$ cat src/design/u8u16dec_pkg.sv
`default_nettype none

package u8u16dec_pkg;

    typedef enum logic [1:0] {
        MODE_UTF8    = 2'd0,
        MODE_UTF16LE = 2'd1,
        MODE_UTF16BE = 2'd2,
        MODE_NONE    = 2'd3
    } mode_t;

    localparam logic [20:0] REPLACEMENT_CP     = 21'h00FFFD;
    localparam logic [20:0] CP_CR              = 21'h00000D;
    localparam logic [20:0] CP_LF              = 21'h00000A;
    localparam logic [20:0] SUPPLEMENTARY_BASE = 21'h010000;
    localparam logic [15:0] UNIT_CR            = 16'h000D;
    localparam logic [15:0] UNIT_LF            = 16'h000A;
    localparam logic [5:0]  LEAD_PREFIX        = 6'b110110;
    localparam logic [5:0]  TRAIL_PREFIX       = 6'b110111;

    localparam int OUT_DEPTH = 4;
    localparam int OUT_PTR_W = $clog2(OUT_DEPTH);
    localparam int OUT_CNT_W = $clog2(OUT_DEPTH + 1);

    typedef struct packed {
        logic [7:0] in_byte;
        logic       end_of_stream;
    } in_item_t;

    typedef struct packed {
        logic [20:0] code_point;
        logic        is_error;
        logic        last_of_run;
    } out_item_t;

    typedef struct packed {
        logic [20:0] code_point;
        logic        is_error;
    } code_result_t;

    typedef struct packed {
        logic [1:0]              count;
        code_result_t [1:0]      res;
    } dec_out_t;

    typedef struct packed {
        logic [1:0]  bytes_remaining;
        logic [20:0] accumulator;
        logic        half_valid;
        logic [7:0]  half_byte;
        logic        lead_valid;
        logic [9:0]  lead_bits;
        logic        cr_pending;
    } dec_state_t;

endpackage

`default_nettype wire

$ cat src/design/u8u16dec_core.sv
`default_nettype none

module u8u16dec_core
    import u8u16dec_pkg::*;
(
    input  wire mode_t      mode,
    input  wire dec_state_t state_cur,
    input  wire in_item_t   item,
    output dec_state_t      state_next,
    output dec_out_t        result
);

    function automatic dec_out_t push(dec_out_t r, logic [20:0] cp, logic err);
        dec_out_t o;
        o = r;
        if (r.count == 2'd0)
        begin
            o.res[0].code_point = cp;
            o.res[0].is_error   = err;
            o.count             = 2'd1;
        end
        else
        begin
            o.res[1].code_point = cp;
            o.res[1].is_error   = err;
            o.count             = 2'd2;
        end
        return o;
    endfunction

    dec_state_t  st;
    dec_out_t    ro;
    logic [15:0] unit;
    logic [20:0] pair_cp;
    logic [20:0] acc_shift;
    logic        do_fresh;
    logic        is_lead;
    logic [7:0]  b;
    logic        eos;

    always_comb
    begin
        st        = state_cur;
        ro        = '0;
        b         = item.in_byte;
        eos       = item.end_of_stream;
        unit      = (mode == MODE_UTF16BE) ? {state_cur.half_byte, b}
                                           : {b, state_cur.half_byte};
        pair_cp   = SUPPLEMENTARY_BASE + {1'b0, state_cur.lead_bits, unit[9:0]};
        acc_shift = {state_cur.accumulator[14:0], b[5:0]};
        do_fresh  = 1'b0;
        is_lead   = 1'b0;
        case (mode)
            MODE_UTF8:
            begin
                if (state_cur.bytes_remaining == 2'd0)
                begin
                    if (b[7] == 1'b0)
                    begin
                        ro = push(ro, {13'd0, b}, 1'b0);
                    end
                    else
                    begin
                        is_lead = 1'b1;
                        if (b[7:5] == 3'b110)
                        begin
                            st.accumulator     = {16'd0, b[4:0]};
                            st.bytes_remaining = 2'd1;
                        end
                        else if (b[7:4] == 4'b1110)
                        begin
                            st.accumulator     = {17'd0, b[3:0]};
                            st.bytes_remaining = 2'd2;
                        end
                        else if (b[7:3] == 5'b11110)
                        begin
                            st.accumulator     = {18'd0, b[2:0]};
                            st.bytes_remaining = 2'd3;
                        end
                        else
                        begin
                            is_lead = 1'b0;
                            ro      = push(ro, REPLACEMENT_CP, 1'b1);
                        end
                        if (is_lead && eos)
                        begin
                            st.accumulator     = '0;
                            st.bytes_remaining = 2'd0;
                            ro                 = push(ro, REPLACEMENT_CP, 1'b1);
                        end
                    end
                end
                else if (b[7:6] != 2'b10)
                begin
                    st.accumulator     = '0;
                    st.bytes_remaining = 2'd0;
                    ro                 = push(ro, REPLACEMENT_CP, 1'b1);
                end
                else
                begin
                    st.bytes_remaining = state_cur.bytes_remaining - 2'd1;
                    if (state_cur.bytes_remaining == 2'd1)
                    begin
                        st.accumulator = '0;
                        ro             = push(ro, acc_shift, 1'b0);
                    end
                    else if (eos)
                    begin
                        st.accumulator     = '0;
                        st.bytes_remaining = 2'd0;
                        ro                 = push(ro, REPLACEMENT_CP, 1'b1);
                    end
                    else
                    begin
                        st.accumulator = acc_shift;
                    end
                end
            end
            MODE_UTF16LE, MODE_UTF16BE:
            begin
                if (!state_cur.half_valid)
                begin
                    if (!eos)
                    begin
                        st.half_valid = 1'b1;
                        st.half_byte  = b;
                    end
                    else
                    begin
                        if (state_cur.lead_valid)
                        begin
                            ro = push(ro, REPLACEMENT_CP, 1'b1);
                        end
                        else if (state_cur.cr_pending)
                        begin
                            ro = push(ro, CP_CR, 1'b0);
                        end
                        st.lead_valid = 1'b0;
                        st.lead_bits  = '0;
                        st.cr_pending = 1'b0;
                        ro            = push(ro, REPLACEMENT_CP, 1'b1);
                    end
                end
                else
                begin
                    st.half_valid = 1'b0;
                    st.half_byte  = '0;
                    do_fresh      = 1'b1;
                    if (state_cur.lead_valid)
                    begin
                        st.lead_valid = 1'b0;
                        st.lead_bits  = '0;
                        if (unit[15:10] == TRAIL_PREFIX)
                        begin
                            ro       = push(ro, pair_cp, 1'b0);
                            do_fresh = 1'b0;
                        end
                        else
                        begin
                            ro = push(ro, REPLACEMENT_CP, 1'b1);
                        end
                    end
                    else if (state_cur.cr_pending)
                    begin
                        st.cr_pending = 1'b0;
                        if (unit == UNIT_LF)
                        begin
                            ro       = push(ro, CP_LF, 1'b0);
                            do_fresh = 1'b0;
                        end
                        else
                        begin
                            ro = push(ro, CP_CR, 1'b0);
                        end
                    end
                    if (do_fresh)
                    begin
                        if (unit[15:10] == LEAD_PREFIX)
                        begin
                            if (eos)
                            begin
                                ro = push(ro, REPLACEMENT_CP, 1'b1);
                            end
                            else
                            begin
                                st.lead_valid = 1'b1;
                                st.lead_bits  = unit[9:0];
                            end
                        end
                        else if (unit[15:10] == TRAIL_PREFIX)
                        begin
                            ro = push(ro, REPLACEMENT_CP, 1'b1);
                        end
                        else if (unit == UNIT_CR)
                        begin
                            if (eos)
                            begin
                                ro = push(ro, CP_CR, 1'b0);
                            end
                            else
                            begin
                                st.cr_pending = 1'b1;
                            end
                        end
                        else
                        begin
                            ro = push(ro, {5'd0, unit}, 1'b0);
                        end
                    end
                end
            end
            default:
            begin
                ro = push(ro, REPLACEMENT_CP, 1'b1);
            end
        endcase
        state_next = st;
        result     = ro;
    end

endmodule

`default_nettype wire

$ cat src/design/utf8_utf16_code_point_decoder.sv
// Each result is written into the result queue on the input transfer that causes it.
// Throughput: one byte per cycle while in_stall is low and each byte yields at most
// one result; the two results of a byte are queued together but leave one at a time.
// Input is stalled while the four-entry result queue cannot take two more results.
// Reset (rst_n, asynchronous, active low) selects UTF-8 and clears all decode state.
`default_nettype none

module utf8_utf16_code_point_decoder
    import u8u16dec_pkg::*;
(
    input  wire            clk,
    input  wire            rst_n,
    input  wire            cfg_write_enable,
    input  wire [1:0]      cfg_write_data,
    input  wire            in_valid,
    output logic           in_stall,
    input  wire in_item_t  in_item,
    output logic           out_valid,
    input  wire            out_stall,
    output out_item_t      out_item
);

    mode_t                mode_reg;
    dec_state_t           state_reg;
    dec_state_t           state_next;
    dec_out_t             dec_result;
    out_item_t            queue_reg [OUT_DEPTH];
    logic [OUT_PTR_W-1:0] wr_ptr_reg;
    logic [OUT_PTR_W-1:0] rd_ptr_reg;
    logic [OUT_CNT_W-1:0] count_reg;
    logic [OUT_CNT_W-1:0] count_next;
    logic                 in_accept;
    logic                 out_accept;
    logic [OUT_CNT_W-1:0] push_count;
    out_item_t            first_item;
    out_item_t            second_item;

    u8u16dec_core u_core (
        .mode       (mode_reg),
        .state_cur  (state_reg),
        .item       (in_item),
        .state_next (state_next),
        .result     (dec_result)
    );

    assign in_stall   = (count_reg > OUT_CNT_W'(OUT_DEPTH - 2));
    assign in_accept  = in_valid && !in_stall;
    assign out_valid  = (count_reg != '0);
    assign out_accept = out_valid && !out_stall;
    assign out_item   = queue_reg[rd_ptr_reg];

    always_comb
    begin
        push_count = in_accept ? OUT_CNT_W'(dec_result.count) : '0;
        count_next = count_reg + push_count - OUT_CNT_W'(out_accept);
        first_item.code_point  = dec_result.res[0].code_point;
        first_item.is_error    = dec_result.res[0].is_error;
        first_item.last_of_run = (dec_result.count == 2'd1);
        second_item.code_point  = dec_result.res[1].code_point;
        second_item.is_error    = dec_result.res[1].is_error;
        second_item.last_of_run = 1'b1;
    end

    always_ff @(posedge clk or negedge rst_n)
    begin
        if (!rst_n)
        begin
            mode_reg   <= MODE_UTF8;
            state_reg  <= '0;
            wr_ptr_reg <= '0;
            rd_ptr_reg <= '0;
            count_reg  <= '0;
        end
        else
        begin
            if (cfg_write_enable)
            begin
                mode_reg  <= mode_t'(cfg_write_data);
                state_reg <= '0;
            end
            else if (in_accept)
            begin
                state_reg <= state_next;
            end
            wr_ptr_reg <= wr_ptr_reg + OUT_PTR_W'(push_count);
            if (out_accept)
            begin
                rd_ptr_reg <= rd_ptr_reg + OUT_PTR_W'(1);
            end
            count_reg <= count_next;
        end
    end

    always_ff @(posedge clk)
    begin
        if (in_accept && (dec_result.count != 2'd0))
        begin
            queue_reg[wr_ptr_reg] <= first_item;
        end
        if (in_accept && (dec_result.count == 2'd2))
        begin
            queue_reg[wr_ptr_reg + OUT_PTR_W'(1)] <= second_item;
        end
    end

endmodule

`default_nettype wire
$ cat config.mk
export PLATFORM = sky130hd
export DESIGN_NAME = utf8_utf16_code_point_decoder
export DESIGN_NICKNAME = d
export VERILOG_FILES = /design/src/design/u8u16dec_pkg.sv /design/src/design/u8u16dec_core.sv /design/src/design/utf8_utf16_code_point_decoder.sv
export SDC_FILE = /design/constraint.sdc
export NUM_CORES = 1
export LEC_CHECK = 0
export ABC_AREA = 1
export CAP_MARGIN = 20
export CORE_UTILIZATION = 60
export DETAILED_ROUTE_END_ITERATION = 10
export DONT_BUFFER_PORTS = 1
export PLACE_DENSITY = 0.79
export SYNTH_ARGS = -nofsm -noshare
export SYNTH_HDL_FRONTEND = slang
export SYNTH_SLANG_ARGS = --single-unit
$ cat constraint.sdc
create_clock -name clk -period 3.6 [get_ports clk]
set_clock_uncertainty 0.15 [all_clocks]
set_input_delay 0.18 -clock clk [delete_from_list [all_inputs] [get_ports clk]]
set_output_delay 0.18 -clock clk [all_outputs]
set_load 0.02 [all_outputs]
==> summary.md, run 1 <==
| Metric | Value |
|---|---|
| Status | completed |
| Residual antenna-violating net count after detailed routing | 0 |
| Count of vias placed by the detailed router | 8249 |
| Critical Path, Cell by Cell | inv_2 -> ha_4 -> buf_6 -> nand2_1 -> nand2_1 -> inv_2 -> nor2_4 -> nand2_2 -> nor2_4 -> nand3_4 -> buf_4 -> nand3_1 -> nand2_1 -> nand2_2 -> nand2_4 -> nand2_4 -> ha_1 -> fa_2 -> xnor2_2 -> xor2_1 |
| Top cells by area, synth | edfxtp_1, dfrtp_1, nand2_1 |
| Delay of the slowest critical-path stage | 0.42 ns |
| Most used standard cell by instance count after synthesis | nand2_1 |
| Sequential element share of the synthesized area | 43.9% |
| Slowest cell on crit path | fa_2 |
| Final setup violation count | 0 |
| Cell type with the largest total area after synthesis | edfxtp_1 |
| Non-Filler Instances | 1336 |
| Antenna diode count | 0 |
| Commonest cells post-synth | nand2_1, nand3_1, o21ai_0, inv_1, nor2_1 |
| Unique cell type count in the Yosys netlist | 45 |
| Vias in the first global route | 7642 |
| Maximum number of pins on one net before global-route repair | 50 |
| Relative area change from synthesis to final layout | 13.6% |
| Max Clk Rate | 285 MHz |
| Post-synthesis register bit count | 139 |
| Final worst hold slack | 0.0267 ns |
| Transition time of the tightest slew-check pin | 0.846 ns |
| Most numerous cell on the critical path | nand2_1 |
| Post-synthesis async set-or-reset flop share | 33.8% |
| Share of post-route cells with drive strength above 1 | 11.5% |
| Placer's final routability congestion estimate | 1.03 |
| Worst setup path category | register to register |
| Critical path capture point type | register |
| Required time at the endpoint of the critical path | 3.77 ns |
| Global-route wire length before repair | 40200 um |
| Net count of the mapped netlist | 1145 |
| Max FFs per register | 92 |
| Global-route congestion overflow total | 0 |
| Vias per Instance | 6.17 |
| Headroom to the max-slew limit | 43.5% |
| Worst skew pair latency | 0.44 ns |
| Mapped Avg Cell Area | 7.55 um2 |
| CTS tree | done |
| Leakage Power | 4.06 nW |
| Period minus WS final | 3.51 ns |
| Most used flip-flop cell after synthesis | edfxtp_1 |
| Netlist area before placement | 8420 um2 |
| Die Ht | 120 um |
| Final #Nets | 1177 |
| Number of DRC violations after detailed routing | 0 |
| Post-route fraction of the period consumed by the critical path | 97.4% |
| Cell family with most CP delay | simple AND/OR/NAND/NOR gates |
| Max-cap violations | 0 |
| GR Util All Layers | 36.7% |
| Top-Level Pins | 41 |
| Startpoint class of the critical path | register |
| Die width | 120 um |
| Initial antenna violation count | 0 |
| First drt pass iteration count | 5 |
| Post-DR wirelength/cell | 19.3 um |
| Max H-tree Level | 4 |
| Num CTS Buffers | 17 |
| Power Dens Cells | 675 nW/um2 |
| Final hold violation count | 0 |
| Cell at the root of the clock tree | clkbuf_16 |
| Number of synthesized flops with an enable pin | 68 |
| DPL Wire Length | 17900 um |
| Area enclosed by the die boundary | 14500 um2 |
| Highest net fanout along the worst path | 16 |
| Top cell type's share of synthesized area | 24.3% |
| Synth Instances | 1115 |
| Total instance count after detailed placement | 1283 |
| Total of warnings raised by yosys | 0 |
| Clock transition at path regs | 0.06 ns |
| Bufs on Longest Clock Path | 2 |
| Arrival @ worst endpoint | 3.67 ns |
| Core outline area | 13500 um2 |
| Combined buffer and inverter count along the critical path | 4 |
| Worst IR drop on VDD | 0.348 mV |
| Row count | 42 |
| Number of design-rule violations left by the first detailed-router iteration | 987 |
| Worst min-delay path category | primary input to register |
| Total of buffers placed on input and output ports | 0 |
| Effective utilization at floorplan | 62.6% |
| Num Clock Sinks | 139 |
| RSZ-0062 raised after global routing | true |
| Total wire length | 25700 um |
| Final Slew Violations | 0 |
## timing repair
| item | 4_1_cts | 5_1_grt |
|---|---|---|
| endpoints found under the setup margin | 1 | 95 |
| resized for setup | 2 | 12 |
| endpoints found under the hold margin | 72 | 0 |
| hold buffers | 16 | 0 |
| cloned | 0 | 0 |
| setup buffers | 0 | 5 |
| pin swaps | 0 | 4 |
## placed cells by master (no fill, tap or decap), types with 11 or more instances in the layout
cell	Yosys	routed
ha_1	13	11
o21ai_0	114	113
edfxtp_1	68	68
o21ai_1	40	41
nand3_1	120	120
buf_4	8	49
a21oi_1	21	21
nor3_1	12	12
dfrtp_1	47	47
nor2_1	106	103
o22ai_1	40	40
nand2_1	252	251
nand2_2	13	14
nand4_1	12	12
clkbuf_16	0	17
dfxtp_1	24	24
inv_1	106	104
dlygate4sd3_1	0	15
## cells by family (layout without fill, tap and decap cells)
| kind of cell | after synthesis | after routing | share of synthesized area, % |
|---|---|---|---|
| compound gates | 248 | 248 | 16.5 |
| xor+xnor | 7 | 7 | 0.728 |
| fa+ha+maj | 14 | 14 | 2.17 |
| buf+inv | 171 | 216 | 8.41 |
| flops | 139 | 139 | 43.9 |
| simple gates | 536 | 536 | 28.2 |
## where the power goes
part	switching (mW)	internal [mW]	leakage (nW)
Clock	0.764	0.976	0.282
Combinational	1.94	0.686	2.40
Sequential	0.128	1.96	1.38
## final timing paths
kind / start / endpoint / slack, ns / depth (start not counted)
max reg2reg: mode_reg[0] / count_reg[2] / 0.09 / 20
min: in_item[0] / state_reg[12] / 0.03 / 3
min reg2reg: queue_reg[2][19] / queue_reg[2][19] / 0.31 / 2
min in group asynchronous: rst_n / state_reg[16] / 0.11 / 2
max in group asynchronous: rst_n / state_reg[42] / 2.97 / 2
max: mode_reg[0] / count_reg[2] / 0.09 / 20
## final cells by class
class	instances	area, um2
clock buffers	17	425
clock inverters	15	159
fillers	1131	3890
inverters	118	447
multi-input cells	805	4060
flip-flops and latches	139	3700
well taps	176	220
repair buffers	66	557
## worst register-to-register path, cell delays in order (launching register included)
cell     delay, ns
dfrtp_1       0.39
inv_2         0.13
ha_4          0.19
buf_6         0.16
nand2_1       0.06
nand2_1       0.13
inv_2         0.07
nor2_4        0.11
nand2_2       0.08
nor2_4        0.15
nand3_4       0.09
buf_4         0.20
nand3_1       0.10
nand2_1       0.06
nand2_2       0.09
nand2_4       0.07
nand2_4       0.12
ha_1          0.29
fa_2          0.42
xnor2_2       0.15
xor2_1        0.17
## through the flow
stage / total power, mW / worst slack, ns / area (um2) / utilization, % / setup TNS [ns]
after global routing: 6.75 / -0.149 / 9560 / 71.1 / -1.99
final: 6.46 / 0.0923 / 9560 / 71.1 / 0
after floorplan: 3.94 / 0.322 / 8420 / - / 0
after global placement: 4.55 / 0.111 / 8710 / 64.8 / 0
after detailed placement: 4.62 / -0.0307 / 8710 / 64.8 / -0.0307
after CTS: 6.37 / 0.00261 / 9480 / 70.5 / 0
## layer usage
| metal | wire length [um] | vias up | part of all wire (%) | global-route usage, % |
|---|---|---|---|---|
| met5 | 0 | - | 0 | 0 |
| met1 | 10300 | 3840 | 40 | 45.9 |
| li1 | - | 3843 | - | - |
| met4 | 1120 | 0 | 4.4 | 17.9 |
| met3 | 2130 | 90 | 8.3 | 7.36 |
| met2 | 12200 | 476 | 47 | 60.7 |
No activity file was read; power rests on OpenSTA's default activity.
==> inputs of run 2 (changes only) <==
Settings changed: BUFFER_PORTS_ARGS from default to -buffer_cell sky130_fd_sc_hd__buf_2, DONT_BUFFER_PORTS 1 to default, PLACE_DENSITY 0.79 to 0.81.
==> run 2 against run 1 <==
Register-to-register slack better by 0.05 ns; final cell count is 2.9% higher; first-iteration DRC count is 29% higher; via count is 3.2% higher; maximum frequency is 1.4% higher; critical path type unchanged; wire length is 1.8% higher; largest cell class unchanged; cell area is 2.6% higher; core utilization is 1.9 points higher; combinational power is 6% higher; count of clock-buffer cells in the layout is 8 higher; non-clock buffer count is 39 higher; sequential cell count stayed put; largest power group unchanged.
==> summary.md, run 2 (synthesized netlist as in run 1, its figures left out) <==
| Metric | Value |
|---|---|
| Row count | 42 (unchanged) |
| Num Clock Sinks | 139 (unchanged) |
| Die Ht | 120 um (unchanged) |
| Max Clk Rate | 289 MHz (+1.4%) |
| Relative area change from synthesis to final layout | 16.6% |
| Worst min-delay path category | primary input to async pin |
| Vias in the first global route | 8035 (+5.1%) |
| Count of vias placed by the detailed router | 8510 (+3.2%) |
| Num CTS Buffers | 17 (unchanged) |
| Worst IR drop on VDD | 0.355 mV (+1.9%) |
| Setup slack at placement | 0.0458 ns (+0.0765 ns) |
| Final #Nets | 1216 (+3.3%) |
| Effective utilization at floorplan | 62.6% (unchanged) |
| Bufs on Longest Clock Path | 2 (unchanged) |
| Transition time of the tightest slew-check pin | 0.888 ns (+0.0415 ns) |
| Global-route wire length before repair | 41200 um (+2.5%) |
| RSZ-0062 raised after global routing | true |
| Maximum number of pins on one net before global-route repair | 55 (+10%) |
| Worst setup path startpoint | mode_reg[0] |
| Number of buffers added for setup after CTS | 0 (unchanged) |
| Top-Level Pins | 41 (unchanged) |
| Antenna diode count | 0 (unchanged) |
| Headroom to the max-slew limit | 40.6% (-2.9 points) |
| Core outline area | 13500 um2 (unchanged) |
| Arrival @ worst endpoint | 3.66 ns (about the same) |
| Final setup violation count | 0 (unchanged) |
| Max FFs per register | 92 (unchanged) |
| Clock transition at path regs | 0.06 ns (about the same) |
| Status | completed |
| Worst setup path category | register to register |
| Startpoint of the worst-slack reg-to-reg timing path | mode_reg[0] |
| Minimum setup slack in the final design | 0.140 ns (+0.0474 ns) |
| Most used cells in the layout excluding fill and tap cells | nand2_1, nand3_1, o21ai_0 |
| Most frequent standard cell in the layout excluding fill and tap cells | nand2_1 |
| Share of post-route cells with drive strength above 1 | 13.7% (+2.2 points) |
| Post-DR wirelength/cell | 19.0 um (-1.1%) |
| Required time at the endpoint of the critical path | 3.80 ns (+0.03 ns) |
| Vias per Instance | 6.19 (+0.24%) |
| Placer's final routability congestion estimate | 1.07 (+3.4%) |
| Die width | 120 um (unchanged) |
| GR Util All Layers | 37.7% (+1.0 points) |
| Critical path capture point type | register |
| Max-cap violations | 0 (unchanged) |
| DPL Wire Length | 18300 um (+1.9%) |
| Final Slew Violations | 0 (unchanged) |
| Worst skew pair latency | 0.43 ns (about the same) |
| Number of fill cells | 1082 (-4.3%) |
| Initial antenna violation count | 0 (unchanged) |
| Cell at the root of the clock tree | clkbuf_16 |
| Total of buffers placed on input and output ports | 40 (+40) |
| Global-route congestion overflow total | 0 (unchanged) |
| Residual antenna-violating net count after detailed routing | 0 (unchanged) |
| Final hold violation count | 0 (unchanged) |
| Number of design-rule violations left by the first detailed-router iteration | 1277 (+29%) |
| First drt pass iteration count | 8 (+3) |
| Post-route fraction of the period consumed by the critical path | 96.1% (-1.3 points) |
| Period minus WS final | 3.46 ns (-0.0474 ns) |
| Power Dens Cells | 687 nW/um2 (+1.8%) |
| Startpoint class of the critical path | register |
| Total Negative Setup Slacks | 0 ns (unchanged) |
| Number of DRC violations after detailed routing | 0 (unchanged) |
| Leakage Power | 4.24 nW (+4.4%) |
| Total wire length | 26200 um (+1.8%) |
| Highest net fanout along the worst path | 16 (unchanged) |
| Area enclosed by the die boundary | 14500 um2 (unchanged) |
| Max H-tree Level | 4 (unchanged) |
| CTS tree | done |
==> run 2: per-stage QoR <==
| stage | utilization (%) | hold slack, ns | total power, mW | area (um2) | std cells |
|---|---|---|---|---|---|
| 2_1_floorplan | - | -0.266 | 3.94 | 8420 | 1115 |
| 3_3_place_gp | 66.9 | 0.243 | 4.77 | 9000 | 1326 |
| 3_5_place_dp | 66.9 | 0.245 | 4.84 | 9000 | 1326 |
| 4_1_cts | 72.7 | 0.0304 | 6.66 | 9780 | 1374 |
| 5_1_grt | 73.0 | 0.0511 | 7.06 | 9820 | 1375 |
| 6_report | 73.0 | 0.0363 | 6.74 | 9820 | 1375 |
==> run 2: layout make-up <==
| cell class | count | area (um2) | area share (%) |
|---|---|---|---|
| flip-flops and latches | 139 | 3700 | 37.7 |
| multi-input cells | 805 | 4030 | 41.0 |
| well taps | 176 | 220 | 2.24 |
| clock buffers | 25 | 551 | 5.61 |
| clock inverters | 7 | 71.3 | 0.727 |
| inverters | 118 | 443 | 4.51 |
| repair buffers | 105 | 803 | 8.18 |
==> run 2: worst max-delay path: stages, from the launching register on <==
cell and delay [ns]:
dfrtp_1 0.40, inv_2 0.09, ha_2 0.21, buf_4 0.15
nand2_1 0.05, nand2_1 0.14, inv_2 0.07, nor2_4 0.12
nand2_2 0.08, nor2_4 0.15, nand3_4 0.08, buf_4 0.21
nand3_1 0.10, nand2_1 0.06, nand2_2 0.09, nand2_4 0.07
nand2_4 0.11, ha_1 0.27, fa_2 0.42, xnor2_2 0.14
xor2_1 0.19
==> run 2: worst paths after layout <==
check,endpoint,slack [ns],depth (start not counted)
worst max-delay path,count_reg[2],0.14,20
max in group asynchronous,state_reg[43],2.74,3
worst min-delay path,state_reg[16],0.04,2
worst min register to register,queue_reg[1][0],0.30,2
min in group clk,state_reg[20],0.04,3
worst max register to register,count_reg[2],0.14,20
==> run 2: power breakdown <==
group / total, mW / switching [mW] / internal (mW)
sequential: 2.13 / 0.166 / 1.96
clock: 1.83 / 0.692 / 1.14
combinational: 2.79 / 1.96 / 0.831
total: 6.74 / 2.81 / 3.93
==> run 2: layer usage <==
metal  part of all wire [%]  global-route usage (%)  up-vias
li1                       -                       -     3920
met3                    9.6                    8.40      126
met1                     38                    45.4     3914
met4                    5.1                    21.7        0
met5                      0                       0        -
met2                     47                    62.0      550
==> run 2: timing repair <==
item | CTS | global route
hold buffers | 16 | 0
hold endpoints to repair | 64 | 0
endpoints found under the setup margin | 0 | 43
resized for setup | 0 | 7
